--- config.mk ---
export PLATFORM = sky130hd
export DESIGN_NAME = tensor_message_wire_parser_core
export DESIGN_NICKNAME = d
export VERILOG_FILES = /design/src/rtl/tmwp_pkg.sv /design/src/rtl/tmwp_decode.sv /design/src/rtl/tensor_message_wire_parser_core.sv
export SDC_FILE = /design/constraint.sdc
export NUM_CORES = 1
export LEC_CHECK = 0
export BUFFER_PORTS_ARGS = -buffer_cell sky130_fd_sc_hd__buf_2
export CAP_MARGIN = 20
export CORE_MARGIN = 1
export CORE_UTILIZATION = 30
export DETAILED_ROUTE_END_ITERATION = 6
export PLACE_DENSITY = 0.53
export SKIP_CTS_REPAIR_TIMING = 1
export SLEW_MARGIN = 20
export SYNTH_ARGS = -nofsm -noshare
export SYNTH_HDL_FRONTEND = slang
export SYNTH_SLANG_ARGS = --single-unit
--- constraint.sdc ---
create_clock -name clk -period 10.04 [get_ports clk]
set_clock_uncertainty 0.2 [all_clocks]
set_input_delay 1.004 -clock clk [delete_from_list [all_inputs] [get_ports clk]]
set_output_delay 1.004 -clock clk [all_outputs]
set_load 0.05 [all_outputs]
--- src/rtl/tmwp_pkg.sv ---
// ----------------------------------------------------------------------------
// tmwp_pkg: shared types and codes for the tensor message wire parser
// beat structs, field, kind and error codes, key field numbers
// ----------------------------------------------------------------------------
package tmwp_pkg;

  localparam int unsigned MAX_VARINT_BYTES = 10;

  typedef struct packed {
    logic [7:0] in_byte;
    logic       end_of_message;
  } in_beat_t;

  typedef struct packed {
    logic [2:0]  field_code;
    logic [1:0]  item_kind;
    logic [63:0] item_value;
    logic        payload_last;
    logic        message_done;
    logic [2:0]  error_code;
  } out_beat_t;

  // field codes
  localparam logic [2:0] FC_DIMS        = 3'd0;
  localparam logic [2:0] FC_DTYPE       = 3'd1;
  localparam logic [2:0] FC_NAME        = 3'd2;
  localparam logic [2:0] FC_RAW         = 3'd3;
  localparam logic [2:0] FC_DOC         = 3'd4;
  localparam logic [2:0] FC_ENTRY_KEY   = 3'd5;
  localparam logic [2:0] FC_ENTRY_VALUE = 3'd6;
  localparam logic [2:0] FC_ENTRY       = 3'd7;

  // item kinds
  localparam logic [1:0] KIND_VARINT  = 2'd0;
  localparam logic [1:0] KIND_LENGTH  = 2'd1;
  localparam logic [1:0] KIND_PAYLOAD = 2'd2;
  localparam logic [1:0] KIND_NONE    = 2'd3;

  // error codes
  localparam logic [2:0] ERR_NONE          = 3'd0;
  localparam logic [2:0] ERR_VARINT_LONG   = 3'd1;
  localparam logic [2:0] ERR_WIRE_TYPE     = 3'd2;
  localparam logic [2:0] ERR_UNKNOWN_FIELD = 3'd3;
  localparam logic [2:0] ERR_TRUNCATED     = 3'd4;

  // wire types
  localparam logic [2:0] WT_VARINT = 3'd0;
  localparam logic [2:0] WT_LEN    = 3'd2;

  // field numbers
  localparam logic [60:0] FNUM_DIMS  = 61'd1;
  localparam logic [60:0] FNUM_DTYPE = 61'd2;
  localparam logic [60:0] FNUM_NAME  = 61'd8;
  localparam logic [60:0] FNUM_RAW   = 61'd9;
  localparam logic [60:0] FNUM_DOC   = 61'd12;
  localparam logic [60:0] FNUM_ENTRY = 61'd16;
  localparam logic [60:0] FNUM_KEY   = 61'd1;
  localparam logic [60:0] FNUM_VALUE = 61'd2;

endpackage

--- src/rtl/tmwp_decode.sv ---
// ----------------------------------------------------------------------------
// tmwp_decode: parse state and single-byte decode step
// holds varint, payload and entry state; works out at most one result per beat
// ----------------------------------------------------------------------------
module tmwp_decode #(
  parameter int unsigned MaxBytes = tmwp_pkg::MAX_VARINT_BYTES
) (
  input  logic                clk,
  input  logic                rst,
  input  logic                step,
  input  tmwp_pkg::in_beat_t  beat,
  output logic                res_valid,
  output tmwp_pkg::out_beat_t res
);

  typedef enum logic [4:0] {
    PH_KEY     = 5'b00001,
    PH_VALUE   = 5'b00010,
    PH_LENGTH  = 5'b00100,
    PH_PAYLOAD = 5'b01000,
    PH_DRAIN   = 5'b10000
  } phase_t;

  phase_t      phase, phase_next;
  logic [63:0] acc, acc_next;
  logic [3:0]  cnt, cnt_next;
  logic [2:0]  cur_field, cur_field_next;
  logic [63:0] pay_rem, pay_rem_next;
  logic [63:0] ent_rem, ent_rem_next;
  logic        in_entry, in_entry_next;

  logic [6:0]  shamt;
  logic [63:0] shifted;
  logic [63:0] varint_val;
  logic [3:0]  cnt_inc;
  logic [60:0] fnum;
  logic [2:0]  wt;
  logic [2:0]  err;
  logic        have;
  logic [1:0]  kind;
  logic [63:0] value;
  logic        last;
  logic        clear_msg;

  assign shamt      = ({3'b000, cnt} << 3) - {3'b000, cnt};
  assign shifted    = {57'b0, beat.in_byte[6:0]} << shamt;
  assign varint_val = acc | shifted;
  assign cnt_inc    = cnt + 4'd1;
  assign fnum       = varint_val[63:3];
  assign wt         = varint_val[2:0];

  always_comb begin
    phase_next     = phase;
    acc_next       = acc;
    cnt_next       = cnt;
    cur_field_next = cur_field;
    pay_rem_next   = pay_rem;
    ent_rem_next   = ent_rem;
    in_entry_next  = in_entry;
    err            = tmwp_pkg::ERR_NONE;
    have           = 1'b0;
    kind           = tmwp_pkg::KIND_NONE;
    value          = '0;
    last           = 1'b0;
    clear_msg      = 1'b0;
    res_valid      = 1'b0;
    res            = '0;
    res.item_kind  = tmwp_pkg::KIND_NONE;

    if (step) begin
      if (phase == PH_DRAIN) begin
        if (beat.end_of_message) begin
          res_valid        = 1'b1;
          res.message_done = 1'b1;
          clear_msg        = 1'b1;
        end
      end else begin
        if (in_entry && ent_rem != 64'd0) begin
          ent_rem_next = ent_rem - 64'd1;
        end

        if (phase == PH_PAYLOAD) begin
          if (pay_rem != 64'd0) begin
            pay_rem_next = pay_rem - 64'd1;
          end
          have  = 1'b1;
          kind  = tmwp_pkg::KIND_PAYLOAD;
          value = {56'b0, beat.in_byte};
          if (pay_rem_next == 64'd0) begin
            last       = 1'b1;
            phase_next = PH_KEY;
          end
        end else if (beat.in_byte[7]) begin
          acc_next = varint_val;
          cnt_next = cnt_inc;
          if (cnt_inc >= 4'(MaxBytes)) begin
            err = tmwp_pkg::ERR_VARINT_LONG;
          end
        end else begin
          acc_next = '0;
          cnt_next = '0;
          case (phase)
            PH_KEY: begin
              if (in_entry) begin
                if (wt != tmwp_pkg::WT_LEN) begin
                  err = tmwp_pkg::ERR_WIRE_TYPE;
                end else if (fnum == tmwp_pkg::FNUM_KEY) begin
                  cur_field_next = tmwp_pkg::FC_ENTRY_KEY;
                  phase_next     = PH_LENGTH;
                end else if (fnum == tmwp_pkg::FNUM_VALUE) begin
                  cur_field_next = tmwp_pkg::FC_ENTRY_VALUE;
                  phase_next     = PH_LENGTH;
                end else begin
                  err = tmwp_pkg::ERR_UNKNOWN_FIELD;
                end
              end else if (fnum == tmwp_pkg::FNUM_DIMS || fnum == tmwp_pkg::FNUM_DTYPE) begin
                if (wt != tmwp_pkg::WT_VARINT) begin
                  err = tmwp_pkg::ERR_WIRE_TYPE;
                end else begin
                  cur_field_next = (fnum == tmwp_pkg::FNUM_DIMS) ? tmwp_pkg::FC_DIMS
                                                                 : tmwp_pkg::FC_DTYPE;
                  phase_next     = PH_VALUE;
                end
              end else if (fnum == tmwp_pkg::FNUM_NAME || fnum == tmwp_pkg::FNUM_RAW ||
                           fnum == tmwp_pkg::FNUM_DOC || fnum == tmwp_pkg::FNUM_ENTRY) begin
                if (fnum == tmwp_pkg::FNUM_NAME) begin
                  cur_field_next = tmwp_pkg::FC_NAME;
                end else if (fnum == tmwp_pkg::FNUM_RAW) begin
                  cur_field_next = tmwp_pkg::FC_RAW;
                end else if (fnum == tmwp_pkg::FNUM_DOC) begin
                  cur_field_next = tmwp_pkg::FC_DOC;
                end else begin
                  cur_field_next = tmwp_pkg::FC_ENTRY;
                end
                if (wt != tmwp_pkg::WT_LEN) begin
                  err = tmwp_pkg::ERR_WIRE_TYPE;
                end else begin
                  phase_next = PH_LENGTH;
                end
              end else begin
                err = tmwp_pkg::ERR_UNKNOWN_FIELD;
              end
            end
            PH_VALUE: begin
              have       = 1'b1;
              kind       = tmwp_pkg::KIND_VARINT;
              value      = varint_val;
              phase_next = PH_KEY;
            end
            PH_LENGTH: begin
              if (in_entry && varint_val > ent_rem_next) begin
                err = tmwp_pkg::ERR_TRUNCATED;
              end else begin
                have  = 1'b1;
                kind  = tmwp_pkg::KIND_LENGTH;
                value = varint_val;
                if (cur_field == tmwp_pkg::FC_ENTRY) begin
                  if (varint_val != 64'd0) begin
                    in_entry_next = 1'b1;
                    ent_rem_next  = varint_val;
                  end
                  phase_next = PH_KEY;
                end else begin
                  pay_rem_next = varint_val;
                  phase_next   = (varint_val != 64'd0) ? PH_PAYLOAD : PH_KEY;
                end
              end
            end
            default: begin
            end
          endcase
        end

        // entry boundary
        if (err == tmwp_pkg::ERR_NONE && in_entry_next && ent_rem_next == 64'd0) begin
          if (phase_next == PH_KEY && cnt_next == 4'd0) begin
            in_entry_next = 1'b0;
          end else begin
            err = tmwp_pkg::ERR_TRUNCATED;
          end
        end

        if (err == tmwp_pkg::ERR_NONE && beat.end_of_message &&
            (phase_next != PH_KEY || cnt_next != 4'd0 || in_entry_next)) begin
          err = tmwp_pkg::ERR_TRUNCATED;
        end

        if (err != tmwp_pkg::ERR_NONE) begin
          res_valid        = 1'b1;
          res.message_done = beat.end_of_message;
          res.error_code   = err;
          if (beat.end_of_message) begin
            clear_msg = 1'b1;
          end else begin
            phase_next = PH_DRAIN;
            acc_next   = '0;
            cnt_next   = '0;
          end
        end else if (beat.end_of_message || have) begin
          res_valid        = 1'b1;
          res.message_done = beat.end_of_message;
          if (have) begin
            res.field_code   = cur_field;
            res.item_kind    = kind;
            res.item_value   = value;
            res.payload_last = last;
          end
          clear_msg = beat.end_of_message;
        end
      end

      if (clear_msg) begin
        phase_next     = PH_KEY;
        acc_next       = '0;
        cnt_next       = '0;
        cur_field_next = '0;
        pay_rem_next   = '0;
        ent_rem_next   = '0;
        in_entry_next  = 1'b0;
      end
    end
  end

  always_ff @(posedge clk) begin
    if (rst) begin
      phase     <= PH_KEY;
      acc       <= '0;
      cnt       <= '0;
      cur_field <= '0;
      pay_rem   <= '0;
      ent_rem   <= '0;
      in_entry  <= 1'b0;
    end else begin
      phase     <= phase_next;
      acc       <= acc_next;
      cnt       <= cnt_next;
      cur_field <= cur_field_next;
      pay_rem   <= pay_rem_next;
      ent_rem   <= ent_rem_next;
      in_entry  <= in_entry_next;
    end
  end

endmodule

--- src/rtl/tensor_message_wire_parser_core.sv ---
// ----------------------------------------------------------------------------
// tensor_message_wire_parser_core: byte-wide tensor message wire decoder
// path: a byte waits in the input register, its result in the result register
// throughput: one byte per cycle, set by the parse step, if no result stalls
// reset: synchronous rst clears parse state and both stage valid bits at once
// ----------------------------------------------------------------------------
module tensor_message_wire_parser_core #(
  parameter int unsigned MaxBytes = tmwp_pkg::MAX_VARINT_BYTES
) (
  input  logic                clk,
  input  logic                rst,
  input  logic                byte_valid,
  output logic                byte_stall,
  input  tmwp_pkg::in_beat_t  byte_beat,
  output logic                result_valid,
  input  logic                result_stall,
  output tmwp_pkg::out_beat_t result_beat
);

  logic                a_valid;
  tmwp_pkg::in_beat_t  a_beat;
  logic                advance;
  logic                take;
  logic                dec_valid;
  tmwp_pkg::out_beat_t dec_res;

  assign advance    = a_valid && (!result_valid || !result_stall);
  assign byte_stall = a_valid && !advance;
  assign take       = byte_valid && !byte_stall;

  // input register
  always_ff @(posedge clk) begin
    if (rst) begin
      a_valid <= 1'b0;
    end else if (take) begin
      a_valid <= 1'b1;
    end else if (advance) begin
      a_valid <= 1'b0;
    end
  end

  always_ff @(posedge clk) begin
    if (take) begin
      a_beat <= byte_beat;
    end
  end

  tmwp_decode #(
    .MaxBytes (MaxBytes)
  ) u_decode (
    .clk       (clk),
    .rst       (rst),
    .step      (advance),
    .beat      (a_beat),
    .res_valid (dec_valid),
    .res       (dec_res)
  );

  // result register
  always_ff @(posedge clk) begin
    if (rst) begin
      result_valid <= 1'b0;
    end else if (advance) begin
      result_valid <= dec_valid;
    end else if (result_valid && !result_stall) begin
      result_valid <= 1'b0;
    end
  end

  always_ff @(posedge clk) begin
    if (advance && dec_valid) begin
      result_beat <= dec_res;
    end
  end

  a_no_empty_result: assert property (@(posedge clk) disable iff (rst)
    result_valid |-> (result_beat.item_kind != tmwp_pkg::KIND_NONE ||
                      result_beat.error_code != tmwp_pkg::ERR_NONE ||
                      result_beat.message_done))
    else $error("empty result beat");

  a_error_bare: assert property (@(posedge clk) disable iff (rst)
    (result_valid && result_beat.error_code != tmwp_pkg::ERR_NONE) |->
      (result_beat.item_kind == tmwp_pkg::KIND_NONE && result_beat.item_value == 64'd0))
    else $error("error beat carries an item");

  a_last_on_payload: assert property (@(posedge clk) disable iff (rst)
    (result_valid && result_beat.payload_last) |->
      result_beat.item_kind == tmwp_pkg::KIND_PAYLOAD)
    else $error("payload_last outside payload");

  a_stall_cause: assert property (@(posedge clk) disable iff (rst)
    byte_stall |-> (a_valid && result_valid && result_stall))
    else $error("input stalled without a held result");

endmodule

==> impl_results.md <==
- Crit path max-delay cell type: ha_1
- CP Max Fanout: 31
- Cells along the critical path: inv_1 -> ha_1 -> mux2_2 -> mux2i_1 -> a21boi_0 -> a31oi_1 -> inv_1 -> ha_1 -> a2111oi_0 -> a21oi_1 -> a211o_1 -> a2111oi_0 -> a21oi_1 -> nor2_1 -> nand2_1 -> and4b_1 -> or4b_4 -> or2_0 -> o32a_2 -> buf_12 -> or2_1
- Critical Path Sink Type: flop
- Via density: 6.27
- Layout cells sized above 1: 13.1%
- Tcrit/Tclk final: 92.4%
- Layout Cells excl Fill: 3407
- Outcome: finished clean
- Rows: 93
- Slew Limit Fails: 0
- Post-route ant nets: 0
- First-pass GRT wire length: 138000 um
- Starting Density: 30.5%
- Relative slew slack: 23.7%
- Max rail drop VDD: 104 uV
- Register bit total from synthesis: 290
- Clock latency on the worst-skew pair: 600 ps
- Req. time, crit path: 10180 ps
- Area Growth Syn to Fin: 14.6%
- Worst Hold Class: reg -> reg
- Boundary pin count: 89
- Number of synthesized flops with an enable pin: 83
- Critical Path Start Type: flop
- Initial antenna violation count: 7
- Max-cap violations: 0
- LEAKAGE: 9.06 nW
- First drt pass iteration count: 6
- Total Neg Setup Slack: 0 ps
- Ys async rst share: 0%
- Main flop type after synthesis: dfxtp_1
- Placed Cells: 3342
- CTS tree: yes
- Reg clk slew, reported paths: 70 ps
- Vias in the first global route: 20.0k
- Worst-Margin Slew: 1140 ps
- Final min period: 9280 ps
- DR iter-0 viols: 2635
- Number of remaining DRC errors: 0
- Most frequent cell after synthesis: nor2_1
- Final Hold Viols: 0
- Fill cells: 6805
- Synthesized area: 0.0197 mm2
- Post-Syn Instances: 2480
- Multi-input logic area: 0.0121 mm2
- R2R cell count: 21
- Fin nets: 2610
- RSZ-0062 raised after global routing: no
- Max Freq: 0.108 GHz
- Grt ovf: 0
- Post-DP HPWL: 68600 um
- Hold depth: 1
- Power density over the cells: 147 mW/mm2
- Syn_area_per_cell: 7.95 um2
- Critical path class: reg -> reg
- Final GP Congestion: 1.00
- Num CTS Buffers: 37
- Post-Route WL: 94700 um
- Core ar.: 0.0647 mm2
- Post-synthesis cell type count: 92
- Die area: 0.0668 mm2
- Syn nets: 2564
- WP data arrival: 9420 ps
- Clock tree buffer depth: 3
- Final setup violation count: 0
- Via count: 21.4k
- Area contributors post-synth: dfxtp_1 (21%), edfxtp_1 (13%), nor2_1 (4.9%)
- Clock Tree Root: clkbuf_16
- Top cells by count, synth: nor2_1 (255), nand2_1 (232), dfxtp_1 (207)
- DR WL/cell: 27.8 um
- Die Height: 258 um
- Area leader, netlist: dfxtp_1
- Post-synthesis sequential area ratio: 33.7%
- I/O Buffers: 88
- FF+latch area: 0.00664 mm2
- Post-synth top area share: 21.0%
- H-tree depth: 2
- Crit-path max cell delay: 940 ps
- Util after Layout: 34.9%
- Synth warn: 0
- Pin count of the biggest net entering global routing: 88
- GRT Util Overall: 27.6%
- Die extent in x: 258 um
- CTS Sinks: 290
==> worst paths after layout <==
| check | start | to | slack, ps |
|---|---|---|---|
| max reg2reg | u_decode.cnt[1] | result_beat[70] | 760 |
| min reg2reg | u_decode.acc[7] | u_decode.acc[7] | 270 |
| max | u_decode.cnt[1] | result_beat[70] | 760 |
| min | u_decode.acc[7] | u_decode.acc[7] | 270 |
==> worst max-delay path, delay by kind of cell, from the launching register on <==
family	cells	cell delay [ps]
adders and majority gates	2	1280
muxes	2	820
AOI/OAI and AO/OA	8	3030
and+or+nand+nor	6	1790
buffers and inverters	3	1100
DFF	1	770
==> kinds of logic (layout without fill, tap and decap cells) <==
group / count (synthesis) / count (layout) / share of synthesized area (%)
muxes: 29 / 29 / 1.79
adders and majority gates: 71 / 71 / 4.50
and+or+nand+nor: 1058 / 1058 / 27.5
other: 0 / 1 / 0
buffers and inverters: 275 / 346 / 5.56
xor gates and xnor gates: 72 / 72 / 3.20
AOI/OAI and AO/OA: 685 / 685 / 23.8
DFF: 290 / 290 / 33.7
==> through the flow <==
stage	area (um2)	setup slack [ps]	power (mW)	hold slack [ps]
floorplan	19700	131	1.74	233
detailed placement	21400	970	1.98	249
finish	22600	764	3.32	268
CTS	22600	974	3.32	265
global route	22600	436	3.42	277
global placement	21400	1020	1.98	245
==> flip-flops by register name (all words and copies together) (netlist names), 3 cells and up <==
name	count
u_decode.cnt	4
u_decode.ent_rem	64
u_decode.phase	5
u_decode.acc	64
result_beat	74
a_beat	9
u_decode.pay_rem	64
u_decode.cur_field	3
==> area by class of cell <==
cell class / count / share of cell area [%]
Antenna cell: 1 / 0.0111
Clock buffer: 51 / 4.74
Clock inverter: 13 / 0.559
Inverter: 90 / 1.50
Multi-Input combinational cell: 1915 / 53.5
Sequential cell: 290 / 29.4
Tap cell: 855 / 4.73
Timing Repair Buffer: 192 / 5.58
==> layout by cell type, fill, tap and decap left out, types with 16 or more instances in the layout <==
cell,count
nor2_1,251
nand2_1,231
dfxtp_1,207
nor3_1,162
a21oi_1,152
o21ai_0,128
buf_4,102
buf_2,87
inv_1,85
edfxtp_1,83
ha_1,71
o2bb2ai_1,65
nor4_1,64
nand3_1,60
a32oi_1,54
nand4_1,46
or3_1,42
xnor2_1,41
clkbuf_16,39
o211ai_1,36
a22oi_1,33
or4_1,30
xor2_1,29
a31oi_1,25
o31ai_1,22
or2_2,19
and2_1,18
a2111oi_0,18
and4_1,17
o31a_1,16
==> layer usage <==
metal  global-route usage, %  vias up  part of all wire (%)
met5                       0        -                 0.032
met1                    36.5    10400                    41
li1                        -     9437                     -
met4                    15.1        4                   6.0
met3                    5.72      261                   9.8
met2                    42.0     1221                    43
==> power breakdown <==
group | switching, mW | total, mW | internal, mW
clock | 0.591 | 1.35 | 0.756
sequential | 0.0217 | 1.26 | 1.24
combinational | 0.529 | 0.714 | 0.185
total | 1.14 | 3.32 | 2.18
Note: power is estimated with default switching activity, not from simulation.
